--- src/rtl/core/sfp_pkg.sv ---
// ----------------------------------------------------------------------------
// sfp_pkg
// Shared constants and types of the sample frame parser: frame codes,
// payload layout and the constants of the code-to-voltage scaling.
// ----------------------------------------------------------------------------
package sfp_pkg;

  // number of converters whose blocks share one data frame (1 to 8)
  localparam int CONVERTERS   = 1;
  localparam int BLOCK_BYTES  = 27;
  localparam int STATUS_BYTES = 3;
  localparam int PAYLOAD_MAX  = BLOCK_BYTES * CONVERTERS;
  localparam int ADDR_W       = $clog2(PAYLOAD_MAX);
  localparam int NUM_SAMPLES  = 8 * CONVERTERS;

  localparam logic [7:0] SYNC_BYTE = 8'hFF;
  localparam logic [7:0] CMD_DATA  = 8'h01;
  localparam logic [7:0] CMD_REPLY = 8'h03;

  localparam logic KIND_SAMPLE = 1'b0;
  localparam logic KIND_REPLY  = 1'b1;

  localparam int CH_W    = 6;
  localparam int CODE_W  = 24;
  localparam int VOLT_W  = 23;
  localparam int REPLY_W = 8;
  localparam int TDATA_W = 64;

  // voltage = round(mag * 11*2^18 / 6990505), ties away from zero,
  // i.e. floor((mag * VOLT_MUL + VOLT_BIAS) / VOLT_DIV)
  localparam int DIV_NUM_W = 46;
  localparam int QUOT_W    = 22;
  localparam int REM_W     = DIV_NUM_W - QUOT_W;
  localparam logic [22:0] VOLT_MUL  = 23'd5767168;
  localparam logic [22:0] VOLT_BIAS = 23'd6990505;
  localparam logic [REM_W-1:0] VOLT_DIV = 24'd13981010;

  // VOLT_RECIP = 11 * floor(2^47 / 6990505); (mag * VOLT_RECIP) >> RECIP_SHIFT
  // is the quotient or one below it
  localparam int PROD_W      = 51;
  localparam int RECIP_SHIFT = 29;
  localparam logic [27:0] VOLT_RECIP = 28'd221459304;

  typedef struct packed {
    logic start;
    logic reply;
  } emit_req_t;

endpackage

--- src/rtl/core/sfp_payload_mem.sv ---
// ----------------------------------------------------------------------------
// sfp_payload_mem
// Payload byte store: one write port, one read port with registered data.
// ----------------------------------------------------------------------------
module sfp_payload_mem
  import sfp_pkg::*;
(
  input  logic              clk,
  input  logic              wr_en,
  input  logic [ADDR_W-1:0] wr_addr,
  input  logic [7:0]        wr_data,
  input  logic              rd_en,
  input  logic [ADDR_W-1:0] rd_addr,
  output logic [7:0]        rd_data
);

  logic [7:0] mem [PAYLOAD_MAX];

  always_ff @(posedge clk) begin
    if (wr_en) begin
      mem[wr_addr] <= wr_data;
    end
    if (rd_en) begin
      rd_data <= mem[rd_addr];
    end
  end

endmodule

--- src/rtl/core/sfp_volt_div.sv ---
// ----------------------------------------------------------------------------
// sfp_volt_div
// Division by the fixed voltage divisor: reciprocal multiplication, then one
// compare-and-correct step, registered in prod, est, rem and quot.
// ----------------------------------------------------------------------------
module sfp_volt_div
  import sfp_pkg::*;
(
  input  logic              clk,
  input  logic              rst,
  input  logic              start,
  input  logic [CODE_W-1:0] mag,
  output logic              done,
  output logic [QUOT_W-1:0] quot
);

  logic [PROD_W-1:0]    prod;
  logic [DIV_NUM_W-1:0] numer;
  logic [QUOT_W-1:0]    est;
  logic [DIV_NUM_W-1:0] rem;
  logic [2:0]           stage;

  always_ff @(posedge clk) begin
    if (rst) begin
      stage <= '0;
      done  <= 1'b0;
    end else begin
      stage <= {stage[1:0], start};
      done  <= stage[2];
    end
  end

  always_ff @(posedge clk) begin
    if (start) begin
      prod  <= PROD_W'(mag) * PROD_W'(VOLT_RECIP);
      numer <= DIV_NUM_W'(mag) * DIV_NUM_W'(VOLT_MUL) + DIV_NUM_W'(VOLT_BIAS);
    end
    // estimate is low by at most one
    est  <= prod[RECIP_SHIFT +: QUOT_W];
    rem  <= numer - DIV_NUM_W'(est) * DIV_NUM_W'(VOLT_DIV);
    quot <= (rem >= DIV_NUM_W'(VOLT_DIV)) ? QUOT_W'(est + 1'b1) : est;
  end

endmodule

--- src/rtl/core/sfp_emitter.sv ---
// ----------------------------------------------------------------------------
// sfp_emitter
// Walks a verified payload in the store, assembles big-endian codes, scales
// them to volts and presents the results in an output register, or for a
// reply frame presents the stored reply byte there.
module sfp_emitter
  import sfp_pkg::*;
(
  input  logic               clk,
  input  logic               rst,
  input  emit_req_t          req,
  output logic               busy,
  output logic               rd_en,
  output logic [ADDR_W-1:0]  rd_addr,
  input  logic [7:0]         rd_data,
  output logic               m_tvalid,
  input  logic               m_tready,
  output logic [TDATA_W-1:0] m_tdata,
  output logic               m_tuser,
  output logic               m_tlast
);

  typedef enum logic [2:0] {
    E_IDLE,
    E_READ,
    E_CONV,
    E_DIV,
    E_SEND,
    E_RPL_RD,
    E_RPL_CAP
  } emit_state_t;

  emit_state_t              state;
  logic [ADDR_W-1:0]        addr;
  logic [1:0]               rd_idx;
  logic [CH_W-1:0]          samp;
  logic [CODE_W-1:0]        code;
  logic [CODE_W-1:0]        mag;
  logic                     div_start;
  logic                     div_done;
  logic [QUOT_W-1:0]        quot;

  logic                     out_kind;
  logic [CH_W-1:0]          out_channel;
  logic [CODE_W-1:0]        out_code;
  logic [VOLT_W-1:0]        out_volt;
  logic [REPLY_W-1:0]       out_reply;
  logic                     out_last;

  always_comb begin
    mag       = code[CODE_W-1] ? CODE_W'(-code) : code;
    div_start = (state == E_CONV);
    rd_en     = (state == E_RPL_RD) || ((state == E_READ) && (rd_idx != 2'd3));
    rd_addr   = (state == E_RPL_RD) ? '0 : addr;
    busy      = (state != E_IDLE);
  end

  sfp_volt_div u_div (
    .clk   (clk),
    .rst   (rst),
    .start (div_start),
    .mag   (mag),
    .done  (div_done),
    .quot  (quot)
  );

  always_ff @(posedge clk) begin
    if (rst) begin
      state  <= E_IDLE;
      rd_idx <= '0;
      samp   <= '0;
    end else begin
      case (state)
        E_IDLE: begin
          if (req.start) begin
            if (req.reply) begin
              state <= E_RPL_RD;
            end else begin
              addr   <= ADDR_W'(STATUS_BYTES);
              samp   <= '0;
              rd_idx <= '0;
              state  <= E_READ;
            end
          end
        end
        E_READ: begin
          // read data arrives in the cycle after its address is issued
          if (rd_idx != 2'd0) begin
            code <= {code[CODE_W-9:0], rd_data};
          end
          if (rd_idx != 2'd3) begin
            addr   <= ADDR_W'(addr + 1'b1);
            rd_idx <= 2'(rd_idx + 2'd1);
          end else begin
            if (samp[2:0] == 3'd7) begin
              addr <= ADDR_W'(addr + ADDR_W'(STATUS_BYTES));
            end
            state <= E_CONV;
          end
        end
        E_CONV: begin
          state <= E_DIV;
        end
        E_DIV: begin
          if (div_done) begin
            out_kind    <= KIND_SAMPLE;
            out_channel <= samp;
            out_code    <= code;
            out_volt    <= code[CODE_W-1] ? VOLT_W'(-{1'b0, quot}) : VOLT_W'({1'b0, quot});
            out_reply   <= '0;
            out_last    <= (samp == CH_W'(NUM_SAMPLES - 1));
            state       <= E_SEND;
          end
        end
        E_RPL_RD: begin
          state <= E_RPL_CAP;
        end
        E_RPL_CAP: begin
          out_kind    <= KIND_REPLY;
          out_channel <= '0;
          out_code    <= '0;
          out_volt    <= '0;
          out_reply   <= rd_data;
          out_last    <= 1'b1;
          state       <= E_SEND;
        end
        E_SEND: begin
          if (m_tready) begin
            if (out_last) begin
              state <= E_IDLE;
            end else begin
              samp   <= CH_W'(samp + 1'b1);
              rd_idx <= '0;
              state  <= E_READ;
            end
          end
        end
        default: begin
          state <= E_IDLE;
        end
      endcase
    end
  end

  assign m_tvalid = (state == E_SEND);
  assign m_tdata  = {3'b000, out_reply, out_volt, out_code, out_channel};
  assign m_tuser  = out_kind;
  assign m_tlast  = out_last;

endmodule

--- src/rtl/core/sample_frame_parser.sv ---
// ----------------------------------------------------------------------------
// sample_frame_parser
// Hunts for the sync header, stores and sums the payload, checks the
// trailing checksum and releases samples or the reply byte of good frames.
// ----------------------------------------------------------------------------
// Header, payload and checksum bytes are taken one per cycle while no frame
// is being emitted. After a good checksum the input stalls while results go
// out: a reply is read from the store, captured and sent; each sample is read
// from the store byte by byte, its scaling is started, it is scaled by
// reciprocal multiplication and it is sent once the output accepts it.
// Synchronous reset returns to hunting the first sync byte; the payload store
// is not cleared and is always rewritten before it is read.
module sample_frame_parser
  import sfp_pkg::*;
(
  input  logic               clk,
  input  logic               rst,
  input  logic               s_tvalid,
  output logic               s_tready,
  input  logic [7:0]         s_tdata,   // [7:0] rx_byte
  output logic               m_tvalid,
  input  logic               m_tready,
  // [5:0] channel, [29:6] sample_code, [52:30] voltage_fixed,
  // [60:53] reply_value, [63:61] zero
  output logic [TDATA_W-1:0] m_tdata,
  output logic               m_tuser,   // [0] result_kind
  output logic               m_tlast
);

  typedef enum logic [2:0] {
    PH_SYNC1,
    PH_SYNC2,
    PH_CMD,
    PH_DATA,
    PH_CHECK
  } phase_t;

  phase_t      phase;
  logic [7:0]  frame_command;
  logic [7:0]  running_sum;
  logic [7:0]  byte_count;
  logic [7:0]  expected_length;
  logic [7:0]  count_next;
  logic        accept;
  logic        wr_en;
  logic        emit_busy;
  emit_req_t   req;
  logic        rd_en;
  logic [ADDR_W-1:0] rd_addr;
  logic [7:0]  rd_data;

  always_comb begin
    accept     = s_tvalid && s_tready;
    count_next = 8'(byte_count + 8'd1);
    wr_en      = accept && (phase == PH_DATA) && (byte_count < 8'(PAYLOAD_MAX));
    req.start  = accept && (phase == PH_CHECK) && (running_sum == s_tdata) &&
                 ((frame_command == CMD_DATA) || (frame_command == CMD_REPLY));
    req.reply  = (frame_command == CMD_REPLY);
  end

  // the store is written only while no frame is being emitted
  assign s_tready = !emit_busy;

  always_ff @(posedge clk) begin
    if (rst) begin
      phase           <= PH_SYNC1;
      frame_command   <= '0;
      running_sum     <= '0;
      byte_count      <= '0;
      expected_length <= '0;
    end else if (accept) begin
      case (phase)
        PH_SYNC2: begin
          phase <= (s_tdata == SYNC_BYTE) ? PH_CMD : PH_SYNC1;
        end
        PH_CMD: begin
          frame_command <= s_tdata;
          running_sum   <= '0;
          byte_count    <= '0;
          if (s_tdata == CMD_DATA) begin
            expected_length <= 8'(PAYLOAD_MAX);
            phase           <= PH_DATA;
          end else if (s_tdata == CMD_REPLY) begin
            expected_length <= 8'd1;
            phase           <= PH_DATA;
          end else begin
            phase <= PH_SYNC1;
          end
        end
        PH_DATA: begin
          running_sum <= 8'(running_sum + s_tdata);
          byte_count  <= count_next;
          if (count_next >= expected_length) begin
            phase <= PH_CHECK;
          end
        end
        PH_CHECK: begin
          phase <= PH_SYNC1;
        end
        default: begin
          phase <= (s_tdata == SYNC_BYTE) ? PH_SYNC2 : PH_SYNC1;
        end
      endcase
    end
  end

  sfp_payload_mem u_mem (
    .clk     (clk),
    .wr_en   (wr_en),
    .wr_addr (byte_count[ADDR_W-1:0]),
    .wr_data (s_tdata),
    .rd_en   (rd_en),
    .rd_addr (rd_addr),
    .rd_data (rd_data)
  );

  sfp_emitter u_emit (
    .clk      (clk),
    .rst      (rst),
    .req      (req),
    .busy     (emit_busy),
    .rd_en    (rd_en),
    .rd_addr  (rd_addr),
    .rd_data  (rd_data),
    .m_tvalid (m_tvalid),
    .m_tready (m_tready),
    .m_tdata  (m_tdata),
    .m_tuser  (m_tuser),
    .m_tlast  (m_tlast)
  );

endmodule
--- config.mk ---
export PLATFORM = sky130hd
export DESIGN_NAME = sample_frame_parser
export DESIGN_NICKNAME = d
export VERILOG_FILES = /design/src/rtl/core/sfp_pkg.sv /design/src/rtl/core/sfp_payload_mem.sv /design/src/rtl/core/sfp_volt_div.sv /design/src/rtl/core/sfp_emitter.sv /design/src/rtl/core/sample_frame_parser.sv
export SDC_FILE = /design/constraint.sdc
export NUM_CORES = 2
export LEC_CHECK = 0
export ABC_CLOCK_PERIOD_IN_PS = 9000
export BUFFER_PORTS_ARGS = -buffer_cell sky130_fd_sc_hd__buf_4
export CORE_MARGIN = 2
export CORE_UTILIZATION = 52
export CTS_CLUSTER_DIAMETER = 30
export CTS_CLUSTER_SIZE = 24
export DETAILED_ROUTE_END_ITERATION = 10
export GPL_ROUTABILITY_DRIVEN = 0
export PLACE_DENSITY_LB_ADDON = 0.15
export SLEW_MARGIN = 20
export SYNTH_ARGS = -nofsm -noshare
export SYNTH_HDL_FRONTEND = slang
export SYNTH_SLANG_ARGS = --single-unit
--- constraint.sdc ---
create_clock -name clk -period 9 [get_ports clk]
set_input_delay 0 -clock clk [delete_from_list [all_inputs] [get_ports clk]]
set_output_delay 0 -clock clk [all_outputs]
set_load 0.01 [all_outputs]
-- Word-level counts from Yosys, hierarchy flattened
Memory sizes are Yosys's and may differ from the RTL's. A register that Yosys moved wholly into a read port is not among the register bits.
Cells that the tools add are included.
- output and inout bits: 68
- memories: 1
- word-level logic and storage cells: 150
- RAM bits: 216
- bits in registers: 326
- reduce and logical (&&, ||, !) cells: 29
- add/sub/neg operators: 11
- multiply operators: 3
- magnitude comparators: 3
- multiplexer cells: 51
- bitwise operators: 1
- equal/unequal tests: 28
- memories (name ; words ; bits a word ; read ports ; clocked after Yosys merged registers in ; wr ports ; line ; source):
    u_mem.mem ; 27 ; 8 ; 1 ; 1 ; 1 ; sfp_payload_mem.sv:17 ; logic [7:0] mem [PAYLOAD_MAX];
- operators by type and width (cell ; number):
    $mul A24 B25 Y48 const B ; 1
    $mux W24 ; 2
    $pmux W24 S2 ; 1
    $pmux W8 S2 ; 3
    $add A46 B23 Y46 const B ; 1
    $ge A46 B24 Y1 const B ; 1
    $mux W23 ; 2
    $pmux W23 S2 ; 1
    $sub A46 B46 Y46 ; 1
    $mul A22 B23 Y45 const B ; 1
    $mux W6 ; 5
    $mul A24 B4 Y27 const B ; 1
    $mux W5 ; 5
    $mux W8 ; 3
    $neg A24 Y24 ; 1
    $pmux W6 S2 ; 2
    $neg A22 Y23 ; 1
    $add A22 B1 Y22 const B ; 1
    $mux W22 ; 1
    $pmux W3 S7 ; 1
    $mux W3 ; 6
    $eq A8 B1 Y1 const B ; 2
    $eq A8 B2 Y1 const B ; 2
    $mux W2 ; 8
    other kinds (34) ; 73

-- Depth between registers and ports, before layout
- depth in word-level cells: 8
- mapped depth: 36
- depth with buffers taken out: 35

-- By module
A second synthesis with hierarchy kept.
- cells, all modules: 3514
- area, all modules: 40353.7 sq um
- modules (own cells, without submodules) (module ; cells an instance ; area each (sq um) ; instances):
    sfp_volt_div ; 2494 ; 24847.6 ; 1
    sfp_payload_mem ; 360 ; 8630.8 ; 1
    sfp_emitter ; 435 ; 5069.9 ; 1
    sample_frame_parser ; 225 ; 1805.5 ; 1

-- Worst setup path after synthesis
No wires, ideal clock.
- kind: reg2reg
- start point: register u_emit.code[0]
- end point: register u_emit.u_div.prod[50], data pin
- period minus slack after synthesis: 9.459 ns
- data arrival time: 9.201 ns
- stages on the path, launching flop included: 35
- buffers on the path: 0
- slack: -0.459 ns
- setup time: 0.258 ns
- data required time: 8.742 ns
- cell sequence: edfxtp_1 > inv_1 > ha_1 > nand2b_1 > or4_1 > or3_1 > or4_4 > or4_4 > o41ai_4 > xor2_2 > inv_1 > ha_1 > inv_1 > fa_1 > inv_1 > fa_1 > inv_1 > fa_1 > inv_1 > fa_1 > inv_1 > fa_1 > fa_1 > inv_1 > ha_1 > a21o_1 > a21oi_1 > nand2_1 > a21oi_1 > o21ai_0 > a41oi_1 > o21ai_0 > a221oi_1 > o21ba_2 > xnor2_1
- longest elaborated chain between the ends: 3
- ends and longest elaborated chain (item ; line ; source):
    start, declared ; sfp_emitter.sv:37 ; logic [CODE_W-1:0] code;
    start signal, assigned ; sfp_emitter.sv:89 ; code <= {code[CODE_W-9:0], rd_data};
    $neg A24 Y24 ; sfp_emitter.sv:51 ; mag = code[CODE_W-1] ? CODE_W'(-code) : code;
    $mux W24 * ; sfp_emitter.sv:51 ;
    $mul A24 B25 Y48 * ; sfp_volt_div.sv:35 ; prod <= PROD_W'(mag) * PROD_W'(VOLT_RECIP);
    end signal, assigned ; sfp_volt_div.sv:35 ;
    end, declared ; sfp_volt_div.sv:17 ; logic [PROD_W-1:0] prod;
Every way passes the cells marked *; elsewhere a longest branch is shown, timed or not.
A chain may end at the register's enable or synchronous reset.

-- Worst setup path in the final report
- start point: register u_emit.code[7]
- end point: register u_emit.u_div.prod[50], data pin
The elaborated chain is that of the path after synthesis.

==> flow_summary.toml <==
[outcome]
outcome = "finished with violations"
violations = "setup timing"

[worst_setup_path]
setup.worst_path.start_class = "flop"
timing.critical_path.mode_cell = "fa_1"
setup.worst_path.end_class = "flop"
worstSetupPathType = "flop to flop"
crit_arrival_ps = 9420
crit_buf_inv = 9
crit_required_ps = 9410
timing.critical_path.slowest_stage_cell = "or4_4"
crit_family = "adder cells"
max_stage_delay_ps = 550
crit_fanout = 3

[final_layout]
final_net_count = 4959
syn2layout_area_growth_pct = 16.7
utilization = 0.611
final_cell_mix = "inv_1 (662), ha_1 (493), fa_1 (367)"
drive_gt1_frac = 0.125
final_area_um2 = 47100
antenna_cells = 0
final_common_cell = "inv_1"

[floorplan]
design.portCount = 80
core_um2 = 77200
die_h_um = 283
fp.dieArea_um2 = 79900
initial_core_util = 0.523
die_x_um = 283
num_rows = 102

[route]
vias = 28500
drtIter0Drc = 1934
wirelength_um = 104000
viasPerCell = 5.49
post_drt_wl_per_cell_um = 20.1
remaining_drc_errors = 0
dr.pass1.iters = 7
ant_nets = 0

[clock_tree]
htreeDepth = 3
path_clk_slew_ps = 60
tritoncts = "done"
clk_latency_ps = 680
clock-sinks = 498
clk_path_buf_depth = 3
cts_made_buffers = 99
root_buffer = "clkbuf_16"

[synthesis]
async_flop_share = 0
yosys_warnings = 0
ys_ff_latch = 498
synthFlopType = "edfxtp_1"
avgSynthCellArea_um2 = 10.6
syn_area_um2 = 40400
ys_types = 76
ys_seq_area_frac = 0.337
synthCells = 3809
synth_edf_count = 365

[grt]
grt_start_max_net_pins = 73
first_global_vias = 28800
antenna_found_initial = 1
grt_usage = 0.269
overflow = 0
grt_pass1_wl_um = 163000

[power]
p_leak_nw = 21.3
powerDensity_nw_per_um2 = 133
ir_drop_v = 0.000165

[sta]
slew_viol_final = 0
setup_viol = 1
rsz0062_at_grt = "true"
maxSlewHeadroom = 0.337
clock-skew-final_ps = 54.9
holdWs_ps = 330
fmax_ghz = 0.111
finalCritPeriodShare = 1.00
layout_min_cycle_time_ps = 9010
hold_violations = 0
setup_ws_ps = -7.67
max_slew.worst_pin.slew_ps = 992

[placed_design]
dp_hpwl_um = 81500
place_area_um2 = 43100
port_buffers = 76

[job]
max_cap_viol_count = 0

[min_path]
holdCritPathClass = "input port to flop"
[layout make-up]
| type | count | area [µm²] |
|---|---|---|
| fill | 6335 | 30100 |
| sequential | 498 | 13600 |
| timing repair buffer | 257 | 1980 |
| tap | 1040 | 1300 |
| multi-input combinational | 2537 | 24200 |
| clock inverter | 72 | 921 |
| clock buffer | 115 | 2580 |
| inverter | 677 | 2540 |
[cells by family after synthesis]
family,Yosys count,share of synthesized area
fa+ha+maj,877,0.340
simple gates,830,0.101
buf+inv,776,0.0724
compound gates,596,0.0984
flops,498,0.337
xor+xnor,225,0.0491
mux,6,0.00152
other cells,1,0.0000928
[report_power, final]
part | internal, mW | total [mW] | leakage (nW) | switching (mW)
Clock | 2.44 | 3.76 | 1.68 | 1.32
Sequential | 2.45 | 2.45 | 4.41 | 0.000781
Combinational | 0.0107 | 0.0433 | 15.2 | 0.0326
[final timing paths]
path | from | to | slack (ps) | cells past startpoint
max | u_emit.code[7] | u_emit.u_div.prod[50] | -8 | 34
min | rst | byte_count[6] | 330 | 3
max reg2reg | u_emit.code[7] | u_emit.u_div.prod[50] | -8 | 34
min reg2reg | u_emit.u_div.prod[39] | u_emit.u_div.est[10] | 340 | 0
[layer usage]
layer / vias up / global-route usage / part of all wire
met3: 193 / 0.0436 / 0.058
met4: 0 / 0.0996 / 0.038
met2: 794 / 0.443 / 0.48
met5: - / 0 / 0
li1: 13500 / - / -
met1: 14000 / 0.359 / 0.43
[what timing repair did]
| action | 4_1_cts | 5_1_grt |
|---|---|---|
| buffers inserted | 8 | 14 |
| hold buffers | 13 | 0 |
| pin swaps | 54 | 36 |
| setup endpoints to repair | 8 | 22 |
| resized for setup | 32 | 34 |
| endpoints found under the hold margin | 259 | 0 |
[worst min-delay path, stage by stage]
cell	delay (ps)
dlygate4sd3_1	530
buf_4	280
nor2_1	140
[state kept, by name, summed over array words and instances, names as in the netlist, 8 cells and up]
name and cells:
u_emit.u_div.numer 27, u_mem.mem 216, u_emit.u_div.quot 22, u_emit.u_div.rem 45, u_emit.out_reply 8, running_sum 8
byte_count 8, u_emit.u_div.est 22, frame_command 8, u_emit.out_volt 23, u_emit.code 24, u_emit.u_div.prod 22
u_mem.rd_data 8, u_emit.out_code 24
[Yosys cell counts, drive strengths merged, types with 6 or more instances]
cell | number | area share
fa | 370 | 0.18
or4 | 15 | 0.0032
edfxtp | 365 | 0.27
clkbuf | 83 | 0.0077
nand4 | 25 | 0.0039
nand2b | 23 | 0.0036
inv | 675 | 0.063
o21bai | 15 | 0.0028
nor4 | 19 | 0.0029
nand3 | 91 | 0.011
a21boi | 8 | 0.0015
or3 | 22 | 0.0034
nand3b | 15 | 0.0028
a211oi | 18 | 0.0033
buf | 16 | 0.0018
and2 | 42 | 0.0065
a31oi | 18 | 0.0028
ha | 507 | 0.16
xnor2 | 149 | 0.032
a311oi | 28 | 0.0061
o31a | 6 | 0.0013
a21oi | 160 | 0.020
or2 | 16 | 0.0025
and3 | 31 | 0.0048
o221ai | 51 | 0.011
o211ai | 13 | 0.0024
nor3b | 7 | 0.0013
dfxtp | 133 | 0.066
a21o | 61 | 0.011
a22oi | 8 | 0.0015
nand2 | 258 | 0.024
o21a | 19 | 0.0035
nor3 | 36 | 0.0045
nor4b | 6 | 0.0013
nor2 | 176 | 0.016
xor2 | 76 | 0.017
o21ai | 115 | 0.014
nor2b | 31 | 0.0048
o31ai | 29 | 0.0055
o41ai | 7 | 0.0020
[stage by stage]
| stage | setup WS (ps) | total power [mW] | TNS [ps] | cells |
|---|---|---|---|---|
| finish | -7.67 | 6.25 | -7.67 | 5196 |
| detailed placement | -280 | 2.54 | -1140 | 4974 |
| CTS | 1.37 | 6.30 | 0 | 5182 |
| global route | -238 | 6.41 | -1440 | 5196 |
| global placement | -202 | 2.54 | -657 | 4974 |
| floorplan | 16.3 | 2.51 | 0 | 3811 |
No activity file was read; power rests on OpenSTA's default activity.
